### src/rtl/fmst_pkg.sv
package fmst_pkg;

	localparam int CMD_W = 3;
	localparam int BYTE_W = 8;
	localparam int REG_W = 9;
	localparam int SAMPLE_W = 16;
	localparam int RATE_W = 18;
	localparam int US_W = 20;
	localparam int PROD_W = SAMPLE_W + US_W;
	localparam int DIV_STEPS = PROD_W;
	localparam int CNT_W = $clog2(DIV_STEPS);
	localparam int TICK_W = 9;
	localparam int SPAN_W = 17;

	localparam logic [CMD_W-1:0] CMD_WRITE_ADDR = 3'd0;
	localparam logic [CMD_W-1:0] CMD_WRITE_HIGH_ADDR = 3'd1;
	localparam logic [CMD_W-1:0] CMD_WRITE_DATA = 3'd2;
	localparam logic [CMD_W-1:0] CMD_READ_STATUS = 3'd3;
	localparam logic [CMD_W-1:0] CMD_ADVANCE_TIME = 3'd4;

	localparam logic [REG_W-1:0] REG_FIRST_PRESET = 9'h002;
	localparam logic [REG_W-1:0] REG_SECOND_PRESET = 9'h003;
	localparam logic [REG_W-1:0] REG_TIMER_CONTROL = 9'h004;

	localparam int CTRL_RESET_BIT = 7;
	localparam int CTRL_MASK_FIRST_BIT = 6;
	localparam int CTRL_MASK_SECOND_BIT = 5;
	localparam int CTRL_START_FIRST_BIT = 0;
	localparam int CTRL_START_SECOND_BIT = 1;

	localparam logic [BYTE_W-1:0] HIGH_BANK_READ_DATA = 8'hFF;
	localparam logic [RATE_W-1:0] RATE_RESET = 18'd22050;
	localparam logic [US_W-1:0] US_PER_SECOND = 20'd1000000;
	localparam logic [TICK_W-1:0] TICKS_FULL = 9'h100;
	localparam logic [SPAN_W-1:0] FIRST_PERIOD_US = 17'd80;
	localparam logic [SPAN_W-1:0] SECOND_PERIOD_US = 17'd320;

	typedef struct packed {
		logic load_item;
		logic mul_load;
		logic div_step;
		logic add_time;
		logic exec;
		logic load_out;
	} fmst_cmd_t;

	typedef struct packed {
		logic timed;
	} fmst_stat_t;

	function automatic logic [SPAN_W-1:0] tick_span(input logic [BYTE_W-1:0] preset,
			input logic [SPAN_W-1:0] period);
		logic [TICK_W-1:0] ticks;
		ticks = TICKS_FULL - {1'b0, preset};
		return SPAN_W'({{(SPAN_W-TICK_W){1'b0}}, ticks} * period);
	endfunction

endpackage

### src/rtl/fmst_ctrl.sv
module fmst_ctrl (
	input  logic                  clk,
	input  logic                  arst_n,
	input  logic                  in_valid,
	output logic                  in_stall,
	output logic                  out_valid,
	input  logic                  out_stall,
	input  fmst_pkg::fmst_stat_t  stat,
	output fmst_pkg::fmst_cmd_t   cmd
);
	import fmst_pkg::*;

	localparam logic [2:0] ST_IDLE = 3'd0;
	localparam logic [2:0] ST_MUL = 3'd1;
	localparam logic [2:0] ST_DIV = 3'd2;
	localparam logic [2:0] ST_ADD = 3'd3;
	localparam logic [2:0] ST_EXEC = 3'd4;
	localparam logic [2:0] ST_DONE = 3'd5;

	logic [2:0] state_q;
	logic [2:0] state_d;
	logic [CNT_W-1:0] cnt_q;
	logic out_valid_q;
	logic out_free;

	assign in_stall = (state_q != ST_IDLE);
	assign out_valid = out_valid_q;
	assign out_free = !out_valid_q || !out_stall;

	always_comb begin
		cmd = '0;
		state_d = state_q;
		unique case (state_q)
			ST_IDLE: begin
				if (in_valid) begin
					cmd.load_item = 1'b1;
					state_d = stat.timed ? ST_MUL : ST_EXEC;
				end
			end
			ST_MUL: begin
				cmd.mul_load = 1'b1;
				state_d = ST_DIV;
			end
			ST_DIV: begin
				cmd.div_step = 1'b1;
				if (cnt_q == '0) begin
					state_d = ST_ADD;
				end
			end
			ST_ADD: begin
				cmd.add_time = 1'b1;
				state_d = ST_DONE;
			end
			ST_EXEC: begin
				cmd.exec = 1'b1;
				state_d = ST_DONE;
			end
			ST_DONE: begin
				if (out_free) begin
					cmd.load_out = 1'b1;
					state_d = ST_IDLE;
				end
			end
			default: begin
				state_d = ST_IDLE;
			end
		endcase
	end

	always_ff @(posedge clk or negedge arst_n) begin
		if (!arst_n) begin
			state_q <= ST_IDLE;
			cnt_q <= '0;
			out_valid_q <= 1'b0;
		end else begin
			state_q <= state_d;
			if (cmd.mul_load) begin
				cnt_q <= CNT_W'(DIV_STEPS - 1);
			end else if (cmd.div_step) begin
				cnt_q <= cnt_q - CNT_W'(1);
			end
			if (cmd.load_out) begin
				out_valid_q <= 1'b1;
			end else if (!out_stall) begin
				out_valid_q <= 1'b0;
			end
		end
	end

endmodule

### src/rtl/fmst_datapath.sv
module fmst_datapath #(
	parameter int TIME_WIDTH = 64
) (
	input  logic                        clk,
	input  logic                        arst_n,
	input  fmst_pkg::fmst_cmd_t         cmd,
	output fmst_pkg::fmst_stat_t        stat,
	input  logic                        sample_rate_we,
	input  logic [fmst_pkg::RATE_W-1:0] sample_rate_wdata,
	input  logic [fmst_pkg::CMD_W-1:0]  command,
	input  logic [fmst_pkg::BYTE_W-1:0] port_value,
	input  logic [fmst_pkg::SAMPLE_W-1:0] sample_count,
	input  logic                        read_high_bank,
	output logic [fmst_pkg::BYTE_W-1:0] read_data,
	output logic                        forward_valid,
	output logic [fmst_pkg::REG_W-1:0]  forward_register,
	output logic [fmst_pkg::BYTE_W-1:0] forward_data
);
	import fmst_pkg::*;

	logic [RATE_W-1:0] rate_q;
	logic [CMD_W-1:0] item_cmd_q;
	logic [BYTE_W-1:0] item_value_q;
	logic [SAMPLE_W-1:0] item_samples_q;
	logic item_high_q;

	logic [PROD_W-1:0] quo_q;
	logic [RATE_W-1:0] rem_q;
	logic [RATE_W:0] rem_sh;
	logic [RATE_W:0] rem_diff;
	logic rem_ge;

	logic [TIME_WIDTH-1:0] time_q;
	logic [TIME_WIDTH-1:0] first_exp_q;
	logic [TIME_WIDTH-1:0] second_exp_q;
	logic [REG_W-1:0] latched_q;
	logic [BYTE_W-1:0] first_preset_q;
	logic [BYTE_W-1:0] second_preset_q;
	logic first_en_q;
	logic second_en_q;

	logic first_hit;
	logic second_hit;
	logic [BYTE_W-1:0] status;

	logic [BYTE_W-1:0] res_rd_q;
	logic res_fv_q;
	logic [REG_W-1:0] res_freg_q;
	logic [BYTE_W-1:0] res_fdata_q;

	assign stat.timed = (command == CMD_ADVANCE_TIME) && (rate_q != '0);

	assign rem_sh = {rem_q, quo_q[PROD_W-1]};
	assign rem_ge = (rem_sh >= {1'b0, rate_q});
	assign rem_diff = rem_sh - {1'b0, rate_q};

	assign first_hit = first_en_q && (time_q > first_exp_q);
	assign second_hit = second_en_q && (time_q > second_exp_q);
	assign status = {first_hit || second_hit, first_hit, second_hit, 5'b0};

	always_ff @(posedge clk or negedge arst_n) begin
		if (!arst_n) begin
			rate_q <= RATE_RESET;
		end else if (sample_rate_we) begin
			rate_q <= sample_rate_wdata;
		end
	end

	always_ff @(posedge clk) begin
		if (cmd.load_item) begin
			item_cmd_q <= command;
			item_value_q <= port_value;
			item_samples_q <= sample_count;
			item_high_q <= read_high_bank;
		end
		if (cmd.mul_load) begin
			quo_q <= {{US_W{1'b0}}, item_samples_q} * {{SAMPLE_W{1'b0}}, US_PER_SECOND};
			rem_q <= '0;
		end else if (cmd.div_step) begin
			quo_q <= {quo_q[PROD_W-2:0], rem_ge};
			rem_q <= rem_ge ? rem_diff[RATE_W-1:0] : rem_sh[RATE_W-1:0];
		end
	end

	always_ff @(posedge clk or negedge arst_n) begin
		if (!arst_n) begin
			time_q <= '0;
			first_exp_q <= '0;
			second_exp_q <= '0;
			latched_q <= '0;
			first_preset_q <= '0;
			second_preset_q <= '0;
			first_en_q <= 1'b0;
			second_en_q <= 1'b0;
		end else begin
			if (cmd.add_time) begin
				time_q <= time_q + TIME_WIDTH'(quo_q);
			end
			if (cmd.exec) begin
				case (item_cmd_q)
					CMD_WRITE_ADDR: begin
						latched_q <= {1'b0, item_value_q};
					end
					CMD_WRITE_HIGH_ADDR: begin
						latched_q <= {1'b1, item_value_q};
					end
					CMD_WRITE_DATA: begin
						if (latched_q == REG_FIRST_PRESET) begin
							first_preset_q <= item_value_q;
							if (first_en_q) begin
								first_exp_q <= time_q + TIME_WIDTH'(
									tick_span(item_value_q, FIRST_PERIOD_US));
							end
						end else if (latched_q == REG_SECOND_PRESET) begin
							second_preset_q <= item_value_q;
							if (second_en_q) begin
								second_exp_q <= time_q + TIME_WIDTH'(
									tick_span(item_value_q, SECOND_PERIOD_US));
							end
						end else if (latched_q == REG_TIMER_CONTROL) begin
							if (item_value_q[CTRL_RESET_BIT]) begin
								first_en_q <= 1'b0;
								second_en_q <= 1'b0;
							end else begin
								if (!item_value_q[CTRL_MASK_FIRST_BIT]) begin
									first_en_q <= item_value_q[CTRL_START_FIRST_BIT];
									if (item_value_q[CTRL_START_FIRST_BIT]) begin
										first_exp_q <= time_q + TIME_WIDTH'(
											tick_span(first_preset_q, FIRST_PERIOD_US));
									end
								end
								if (!item_value_q[CTRL_MASK_SECOND_BIT]) begin
									second_en_q <= item_value_q[CTRL_START_SECOND_BIT];
									if (item_value_q[CTRL_START_SECOND_BIT]) begin
										second_exp_q <= time_q + TIME_WIDTH'(
											tick_span(second_preset_q, SECOND_PERIOD_US));
									end
								end
							end
						end
					end
					default: begin
					end
				endcase
			end
		end
	end

	always_ff @(posedge clk) begin
		if (cmd.load_item) begin
			res_rd_q <= '0;
			res_fv_q <= 1'b0;
			res_freg_q <= '0;
			res_fdata_q <= '0;
		end else if (cmd.exec) begin
			case (item_cmd_q)
				CMD_WRITE_DATA: begin
					if (latched_q != REG_FIRST_PRESET && latched_q != REG_SECOND_PRESET
							&& latched_q != REG_TIMER_CONTROL) begin
						res_fv_q <= 1'b1;
						res_freg_q <= latched_q;
						res_fdata_q <= item_value_q;
					end
				end
				CMD_READ_STATUS: begin
					res_rd_q <= item_high_q ? HIGH_BANK_READ_DATA : status;
				end
				default: begin
				end
			endcase
		end
		if (cmd.load_out) begin
			read_data <= res_rd_q;
			forward_valid <= res_fv_q;
			forward_register <= res_freg_q;
			forward_data <= res_fdata_q;
		end
	end

endmodule

### src/rtl/fm_synth_timer_register_port_core.sv
// Register front end of an FM sound chip with two interval timers and a live status read.
// Each request carries one command and returns exactly one response. An advance-time
// request with a nonzero sample rate passes through the multiply state, the 36-step
// one-bit-per-cycle divider that converts samples to microseconds, and the add state.
// All other requests use the execute state. A new request is accepted once the previous
// one has been handed to the output register, so a waiting response does not block the
// next request. The sample rate may be written only while no request is in flight.
module fm_synth_timer_register_port_core #(
	parameter int TIME_WIDTH = 64
) (
	input  logic                          clk,
	input  logic                          arst_n,
	input  logic                          sample_rate_we,
	input  logic [fmst_pkg::RATE_W-1:0]   sample_rate_wdata,
	input  logic                          in_valid,
	output logic                          in_stall,
	input  logic [fmst_pkg::CMD_W-1:0]    command,
	input  logic [fmst_pkg::BYTE_W-1:0]   port_value,
	input  logic [fmst_pkg::SAMPLE_W-1:0] sample_count,
	input  logic                          read_high_bank,
	output logic                          out_valid,
	input  logic                          out_stall,
	output logic [fmst_pkg::BYTE_W-1:0]   read_data,
	output logic                          forward_valid,
	output logic [fmst_pkg::REG_W-1:0]    forward_register,
	output logic [fmst_pkg::BYTE_W-1:0]   forward_data
);
	import fmst_pkg::*;

	fmst_cmd_t cmd;
	fmst_stat_t stat;

	fmst_ctrl u_ctrl (
		.clk       (clk),
		.arst_n    (arst_n),
		.in_valid  (in_valid),
		.in_stall  (in_stall),
		.out_valid (out_valid),
		.out_stall (out_stall),
		.stat      (stat),
		.cmd       (cmd)
	);

	fmst_datapath #(
		.TIME_WIDTH (TIME_WIDTH)
	) u_datapath (
		.clk               (clk),
		.arst_n            (arst_n),
		.cmd               (cmd),
		.stat              (stat),
		.sample_rate_we    (sample_rate_we),
		.sample_rate_wdata (sample_rate_wdata),
		.command           (command),
		.port_value        (port_value),
		.sample_count      (sample_count),
		.read_high_bank    (read_high_bank),
		.read_data         (read_data),
		.forward_valid     (forward_valid),
		.forward_register  (forward_register),
		.forward_data      (forward_data)
	);

endmodule

### config.mk
export PLATFORM = sky130hd
export DESIGN_NAME = fm_synth_timer_register_port_core
export DESIGN_NICKNAME = d
export VERILOG_FILES = /design/src/rtl/fmst_pkg.sv /design/src/rtl/fmst_ctrl.sv /design/src/rtl/fmst_datapath.sv /design/src/rtl/fm_synth_timer_register_port_core.sv
export SDC_FILE = /design/constraint.sdc
export NUM_CORES = 1
export LEC_CHECK = 0
export ABC_AREA = 1
export CELL_PAD_IN_SITES_DETAIL_PLACEMENT = 1
export CELL_PAD_IN_SITES_GLOBAL_PLACEMENT = 1
export CORE_MARGIN = 3
export CORE_UTILIZATION = 49
export CTS_CLUSTER_DIAMETER = 50
export DETAILED_ROUTE_END_ITERATION = 10
export DONT_BUFFER_PORTS = 1
export PLACE_DENSITY_LB_ADDON = 0.1
export REMOVE_ABC_BUFFERS = 1
export SLEW_MARGIN = 15
export SYNTH_ARGS = -nofsm -noshare
export SYNTH_HDL_FRONTEND = slang
export SYNTH_HIERARCHICAL = 1
export SYNTH_SLANG_ARGS = --single-unit
### constraint.sdc
create_clock -name clk -period 5.7 [get_ports clk]
set_input_delay 1.14 -clock clk [delete_from_list [all_inputs] [get_ports clk]]
set_output_delay 1.14 -clock clk [all_outputs]
set_load 0.005 [all_outputs]
Yosys cells after proc, flatten, opt, wreduce, memory -nomap -nowiden
Cells that the tools add are included.
- register bits after elaboration: 381
- word-level logic and storage cells: 145
- reduce and logical (&&, ||, !) cells: 31
- order comparisons: 3
- eq/ne operators: 28
- multipliers: 5
- add/subtract/negate cells: 10
- bitwise gates (word level): 2
- mux-type cells: 39
- operator list (kind ; number):
    64-bit two-way mux ; 13
    64-bit by 16-bit adder with 64-bit output ; 2
    64-bit by 17-bit adder with 64-bit output ; 2
    64-bit > comparator ; 2
    36-bit two-way mux ; 2
    64-bit by 36-bit adder with 64-bit output ; 1
    16-bit by 14-bit multiplier with 30-bit output (second input constant) ; 1
    9-bit by 8-bit subtractor with 9-bit output (first input constant) ; 3
    9-bit by 3-bit multiplier with 12-bit output (second input constant) ; 2
    9-bit by 3-bit multiplier with 11-bit output (second input constant) ; 2
    19-bit by 18-bit greater-or-equal comparator with 1-bit output ; 1
    9-bit by 2-bit == test with 1-bit output (second input constant) ; 2
    18-bit two-way mux ; 1
    9-bit by 2-bit != test with 1-bit output (second input constant) ; 2
    9-bit one-hot mux with 2 select lines ; 1
    18-bit nonzero test ; 1
    18-bit subtractor ; 1
    2-bit by 1-bit != test with 1-bit output (second input constant) ; 8
    8-bit AND reduction ; 2
    3-bit one-hot mux with 5 select lines ; 1
    1-bit two-way mux ; 14
    3-bit by 2-bit == test with 1-bit output (second input constant) ; 4
    3-bit two-way mux ; 4
    6-bit two-way mux ; 2
    other kinds (20) ; 44

Longest topological paths before layout
Gate-level depths: netlist (run 1).
- word-level depth: 9
- mapped depth: 31
- mapped depth without buffers: 31

Hierarchy
Netlist (run 1), hierarchy kept.
- by module, submodules not included (module ; cells an instance ; instances ; area each (um^2)):
    fmst_datapath ; 4028 ; 1 ; 29851.1
    fmst_ctrl ; 77 ; 1 ; 581.8

Worst setup path after synthesis (run 1)
Ideal clock, no wire load.
- path kind: flip-flop to flip-flop
- start point: reg u_datapath.item_samples_q[2]
- end point: reg u_datapath.quo_q[32], data pin
- stages on the path, launching flop included: 21
- path buffers: 0
- path slack: 743 ps
- setup time: 260 ps
- data arrival time: 4697 ps
- cell sequence: edfxtp_1 inv_1 fa_1 inv_1 fa_1 fa_1 fa_1 ha_1 inv_1 fa_1 inv_1 ha_1 a21oi_1 inv_1 a21oi_1 nand2_1 nand2_1 nand3_1 a21o_1 nor2_1 o21ai_0
- longest elaborated chain between the ends: 2
- RTL lines (element ; RTL line ; RTL):
    from (decl) ; fmst_datapath.sv:24 ; logic [SAMPLE_W-1:0] item_samples_q;
    from (signal assigned) ; fmst_datapath.sv:73 ; item_samples_q <= sample_count;
    16-bit by 14-bit multiplier with 30-bit output ; fmst_datapath.sv:77 ; quo_q <= {{US_W{1'b0}}, item_samples_q} * {{SAMPLE_W{1'b0}}, US_PER_SECOND};
    36-bit two-way mux ; fmst_datapath.sv:76 ; if (cmd.mul_load) begin
    to (signal assigned) ; fmst_datapath.sv:77 ;
    to (signal assigned) ; fmst_datapath.sv:80 ; quo_q <= {quo_q[PROD_W-2:0], rem_ge};
    to (decl) ; fmst_datapath.sv:27 ; logic [PROD_W-1:0] quo_q;
No other way between the ends.
A chain may end at the register's enable or synchronous reset.

Final worst setup path (run 1)
- start point: reg u_datapath.item_value_q[1]
- end point: reg u_datapath.second_exp_q[39]
- longest elaborated chain between the ends: 5
- elaborated cells between the ends (all ways): 7
- classes of those cells: 2 x add/sub; 1 x mul; 2 x mux; 2 x reduce/logical
- RTL lines (element ; RTL line ; RTL):
    from (decl) ; fmst_datapath.sv:23 ; logic [BYTE_W-1:0] item_value_q;
    from (signal assigned) ; fmst_datapath.sv:72 ; item_value_q <= port_value;
    9-bit by 8-bit subtractor with 9-bit output ; fmst_pkg.sv:54 ; ticks = TICKS_FULL - {1'b0, preset};
    9-bit by 3-bit multiplier with 11-bit output ; fmst_pkg.sv:55 ; return SPAN_W'({{(SPAN_W-TICK_W){1'b0}}, ticks} * period);
    64-bit by 17-bit adder with 64-bit output ; fmst_datapath.sv:117 ; second_exp_q <= time_q + TIME_WIDTH'(
    64-bit two-way mux ; fmst_datapath.sv:116 ; if (second_en_q) begin
    64-bit two-way mux ; fmst_datapath.sv:114 ; end else if (latched_q == REG_SECOND_PRESET) begin
    to (signal assigned) ; fmst_datapath.sv:117 ;
    to (signal assigned) ; fmst_datapath.sv:135 ; second_exp_q <= time_q + TIME_WIDTH'(
    to (decl) ; fmst_datapath.sv:35 ; logic [TIME_WIDTH-1:0] second_exp_q;
Parallel ways exist; a longest one is shown, timed or not. The select of a mux whose other input is x is not followed.

==> results.yml, run 1 <==
drt:
  drt_wl_total_um: 110300
  via_per_inst: 5.641
  first_iter_violations: 1859
  drt_first_pass_iters: 5
  postRouteAntennaNets: 0
  wl_per_cell_um: 22.12
  route.vias.total: 28130
  drc: 0
critical_path:
  reg2regPathDepth: 30
  path_class: "reg2reg"
  worst_ep_arrival_time_ps: 5850
  cp_common_cell: "nand2_1"
  worstPathMaxFanout: 6
  r2r_end: "u_datapath/second_exp_q[39]$_DFFE_PN0P_"
  r2r_setup_slack_ps: 300
  path_delay_family: "simple AND/OR/NAND/NOR gates"
  r2r_start: "u_datapath/item_value_q[1]$_DFFE_PP_"
  startpoint_type: "flop"
  cp.required_ps: 6150
  cp_slowest_cell: "edfxtp_1"
  crit_path_end_kind: "flop"
  cpPeakStageDelay_ps: 420
  crit_start: "u_datapath/item_value_q[1]$_DFFE_PP_"
  crit_buf_inv: 5
finish:
  insertedDiodeCount: 0
  drive_above_1_share: 0.04568
  utilization: 0.5466
  final_nets: 4581
  area_growth_pct: 9.423
  n_fill_cell: 7752
  fin_cells: 4987
power_and_ir_drop:
  p_leak_nw: 16.18
  irDropWorstVdd_uv: 658.4
  powerDensity_nw_per_um2: 663.7
  power_mw: 22.10
placement:
  dp_hpwl_um: 86660
  place_inst: 4879
  place.gp.congestion: 1.000
  dpl_worst_slack_ps: 213.6
  port_buffers: 0
grt:
  grt_pass1_wl_um: 168700
  track_usage: 0.3381
  grt_overflow: 0
  grt_pass1_vias: 28870
  grt_max_degree: 248
  antenna_found_initial: 2
synth:
  yosysWarnings: 6
  synth_top_area_cell: "dfrtp_1"
  synth-edff-count: 80
  synth_ff_type: "dfrtp_1"
  synthTopCellsByArea: "dfrtp_1 20%, ha_1 15%, nand2_1 13%, edfxtp_1 7.9%, inv_1 7.7%"
  synth_most_common_cell: "nand2_1"
  netlist_area_um2: 30430
  synth_top_area_frac: 0.1982
  ys_ff_latch: 373
  yosysUniqueCellTypes: 63
  synth_cells: 4105
  synth_commonest_cells: "1017 x nand2_1, 622 x inv_1, 357 x ha_1, 340 x o21ai_0, 327 x nor2_1"
  yosysSeqAreaShare: 0.3125
  avgSynthCellArea_um2: 7.414
  async_flop_share: 0.6622
timing:
  fin_tns_setup_ps: 0
  period_share: 0.9475
  slew_headroom: 0.1902
  rsz0062_at_grt: "no"
  finalSetupViolations: 0
  fmax_ghz: 0.1852
  skew_ps: 21.81
  finalMaxSlewViolations: 0
  min_period_ps: 5401
  hold_violations: 0
  worst_slew_pin_slew_ps: 1204
  fin_ws_ps: 299.4
floorplan:
  chipWidth_um: 255.2
  die_y_um: 255.2
  core_area_um2: 60920
  num_rows: 90
  io_pins: 79
  die_area_um2: 65130
  start_util: 0.4995
clocking:
  cts_root_buffer: "clkbuf_16"
  clk_pin_slew_worst_paths_ps: 60
  cts.sinks: 373
  cts_buffers: 56
  insertion_delay_ps: 630
  cts_max_level: 2
  clock_path_buffers: 3
  cts_hold_buf: 0
  cts_tree: "built"
job:
  drv_cap: 0
status:
  status: "finished clean"
worst_hold_path:
  min_path_type: "in2async"
cell families after synthesis:
group,after synthesis,synth area share
DFF,373,0.3125
and+or+nand+nor,1775,0.2463
xor gates and xnor gates,150,0.04317
adders and majority gates,419,0.1876
buffers and inverters,708,0.08971
AOI/OAI and AO/OA,679,0.1203
muxes,1,0.0003700
area by class of cell:
cell class,count,area [um2],area share
multi-input cells,3024,18250,0.5480
clock buffers,68,1488,0.04467
flip-flops and latches,373,9512,0.2856
inverters,630,2365,0.07101
clock inverters,38,455.4,0.01368
repair buffers,26,195.2,0.005861
well taps,828,1036,0.03111
timing repair:
action,CTS,global route
endpoints found under the setup margin,0,16
gates resized for setup,0,8
buffers inserted,0,2
layout by cell type (no fill, tap or decap), drive strengths merged, types with 54 or more instances in the layout:
master and count:
nand2 1022, inv 637, o21ai 361, ha 357, nor2 334, nand3 252
dfrtp 241, a21oi 221, xor2 96, edfxtp 80, clkbuf 68, nor3 64
nand4 62, fa 62, xnor2 54
worst max path at each step:
stage | end | cells after the start
final | u_datapath/second_exp_q[39]$_DFFE_PN0P_ | 30
after global routing | u_datapath/first_exp_q[38]$_DFFE_PN0P_ | 28
after CTS | u_datapath/quo_q[32]$_DFFE_PP_ | 20
after detailed placement | u_datapath/quo_q[32]$_DFFE_PP_ | 20
after global placement | u_datapath/quo_q[32]$_DFFE_PP_ | 20
after floorplan | u_datapath/quo_q[32]$_DFFE_PP_ | 20
layer usage:
layer,GRT usage,routed length (um),vias to the layer above
met1,0.4308,47450,13750
li1,-,-,13430
met4,0.1787,6683,2
met3,0.04522,5270,253
met2,0.5617,50900,699
met5,0,8,-
per-stage QoR:
| step | hold slack (ps) | area (um2) |
|---|---|---|
| 6_report | 217.0 | 33300 |
| 2_1_floorplan | 403.0 | 30070 |
| 4_1_cts | 175.9 | 33260 |
| 3_3_place_gp | 409.7 | 31320 |
| 5_1_grt | 188.6 | 33300 |
| 3_5_place_dp | 415.3 | 31320 |
flip-flops by register name (all words and copies together) (netlist names), 9 cells and up:
name / flops
u_datapath/quo_q: 36
u_datapath/forward_register: 9
u_datapath/res_freg_q: 9
u_datapath/second_exp_q: 64
u_datapath/rate_q: 18
u_datapath/latched_q: 9
u_datapath/rem_q: 18
u_datapath/time_q: 64
u_datapath/first_exp_q: 64
u_datapath/item_samples_q: 16
power by group:
group	switching, mW	internal, mW
combinational	9.25	5.07
sequential	0.831	3.37
clock	1.41	2.17
Power figures use the tool's default switching activity.
==> run 2, diff against run 1 <==
- REMOVE_ABC_BUFFERS: 1 -> unset
==> run 2 against run 1 <==
Count of clock-buffer cells in the layout is 2 higher. Sequential share of layout area increased by 0.057 points. Hold slack lost 0.90 ps. Non-clock buffer count grew 4. Cell area is 0.20% lower. Largest cell class unchanged. Wire length fell by 2.7%. Die area unchanged. Register-to-register slack barely moved. Global-route usage is 0.54 points lower. Total power rose by 0.33%.
==> results.yml, run 2 (same netlist as run 1, synthesis figures left out) <==
drt:
  via_per_inst: 5.669
  first_iter_violations: 1914
  drc: 0
  postRouteAntennaNets: 0
  drt_wl_total_um: 107300
  route.vias.total: 28290
  wl_per_cell_um: 21.51
  drt_first_pass_iters: 5
critical_path:
  cpPeakStageDelay_ps: 600
  crit_buf_inv: 4
  crit_chain: "inv_1, fa_1, inv_1, fa_1, fa_1, fa_1, ha_1, inv_1, fa_1, inv_1, ha_1, nand2_1, o21ai_0, a21oi_1, nand3_1, nand2_1, nand3_1, nand2_1, nand2_1, o21ai_0"
  path_delay_family: "adder cells"
  cp.required_ps: 6070
  startpoint_type: "flop"
  worstPathMaxFanout: 5
  path_class: "reg2reg"
  worst_ep_arrival_time_ps: 5760
  cp_slowest_cell: "fa_1"
  crit_path_end_kind: "flop"
  cp_common_cell: "fa_1"
timing:
  finalMaxSlewViolations: 0
  fin_ws_ps: 308.1
  fmax_ghz: 0.1855
  period_share: 0.9459
  min_period_ps: 5392
  timing.hold.ws_ps: 216.1
  slew_headroom: 0.2777
  skew_ps: 31.77
  hold_violations: 0
  worst_slew_pin_slew_ps: 1082
  finalSetupViolations: 0
clocking:
  clock_path_buffers: 3
  clk_pin_slew_worst_paths_ps: 60
  cts_tree: "built"
  cts_max_level: 2
  cts_buffers: 56
  insertion_delay_ps: 640
  cts_root_buffer: "clkbuf_16"
  cts.sinks: 373
grt:
  grt_overflow: 0
  grt_max_degree: 248
  track_usage: 0.3327
  grt_pass1_vias: 29390
  antenna_found_initial: 0
  grt_pass1_wl_um: 167500
job:
  drv_cap: 0
power_and_ir_drop:
  p_int_mw: 10.58
  powerDensity_nw_per_um2: 667.2
  p_clk_frac: 0.156
  p_leak_nw: 16.17
  combPwrFrac: 0.656
  swShare: 0.5230
  irDropWorstVdd_uv: 1044
  power_mw: 22.18
  seqPwrFrac: 0.188
  p_sw_mw: 11.60
floorplan:
  chipWidth_um: 255.2
  die_area_um2: 65130
  core_area_um2: 60920
  start_util: 0.4995
  num_rows: 90
  die_y_um: 255.2
  io_pins: 79
finish:
  design_area_um2: 33230
  layout_common_cells: "1016 x nand2_1, 619 x inv_1, 356 x ha_1"
  drive_above_1_share: 0.04613
  insertedDiodeCount: 0
  area_growth_pct: 9.205
  largestRegisters: "u_datapath/first_exp_q (64), u_datapath/second_exp_q (64), u_datapath/time_q (64)"
  final_common_cell: "nand2_1"
  utilization: 0.5455
  final_nets: 4585
status:
  status: "finished clean"
placement:
  dpl_cell_area_um2: 31320
  place.gp.congestion: 0.9646
  port_buffers: 0
  dpl_worst_slack_ps: 241.3
  dp_hpwl_um: 84900
synth:
  synth_nets: 4575
worst_hold_path:
  min_path_type: "in2async"
[run 2: timing repair]
item | 4_1_cts | 5_1_grt
gates resized for setup | 0 | 7
endpoints found under the setup margin | 0 | 10
hold buffers | 0 | 0
buffers inserted | 0 | 8
[run 2: power by group through the flow]
stage,logic (mW),registers [mW],clock network [mW]
3_5_place_dp,14.1,4.21,0
6_report,14.5,4.18,3.46
5_1_grt,16.5,4.22,3.64
2_1_floorplan,10.3,3.78,0
3_3_place_gp,13.6,4.19,0
4_1_cts,14.4,4.16,3.51
[run 2: area by class of cell]
type | instances | area (um2)
Fill cell | 7711 | 27690
Multi-Input combinational cell | 3024 | 18240
Sequential cell | 373 | 9512
Inverter | 630 | 2365
Clock buffer | 70 | 1505
Tap cell | 828 | 1036
Clock inverter | 35 | 337.8
Timing Repair Buffer | 30 | 237.7
[run 2: path summary, 6_finish.rpt]
path / slack (ps) / to / start / cells after the start
max in group asynchronous: 5000 / u_datapath/first_en_q$_DFFE_PN0P_ / arst_n / 0
hold reg to reg: 430 / u_datapath/forward_register[8]$_DFFE_PP_ / u_datapath/res_freg_q[8]$_SDFFE_PP0P_ / 0
hold / removal: 220 / u_datapath/rate_q[3]$_DFFE_PN0P_ / arst_n / 0
setup reg to reg: 310 / u_datapath/quo_q[35]$_DFFE_PP_ / u_datapath/item_samples_q[3]$_DFFE_PP_ / 20
min in group clk: 430 / u_datapath/forward_register[8]$_DFFE_PP_ / u_datapath/res_freg_q[8]$_SDFFE_PP0P_ / 0
setup / recovery: 310 / u_datapath/quo_q[35]$_DFFE_PP_ / u_datapath/item_samples_q[3]$_DFFE_PP_ / 20
[run 2: routing by layer]
layer | track usage | up-vias | wire [um]
li1 | - | 13450 | -
met1 | 0.4453 | 13810 | 47490
met2 | 0.5524 | 806 | 49430
met3 | 0.04187 | 229 | 5919
met4 | 0.1274 | 0 | 4487
met5 | 0 | - | 0
[run 2: metrics by stage]
stage          cells  TNS (ps)
5_1_grt         4990    -33.78
4_1_cts         4982         0
3_3_place_gp    4877         0
6_report        4990         0
3_5_place_dp    4877         0
2_1_floorplan   4105         0
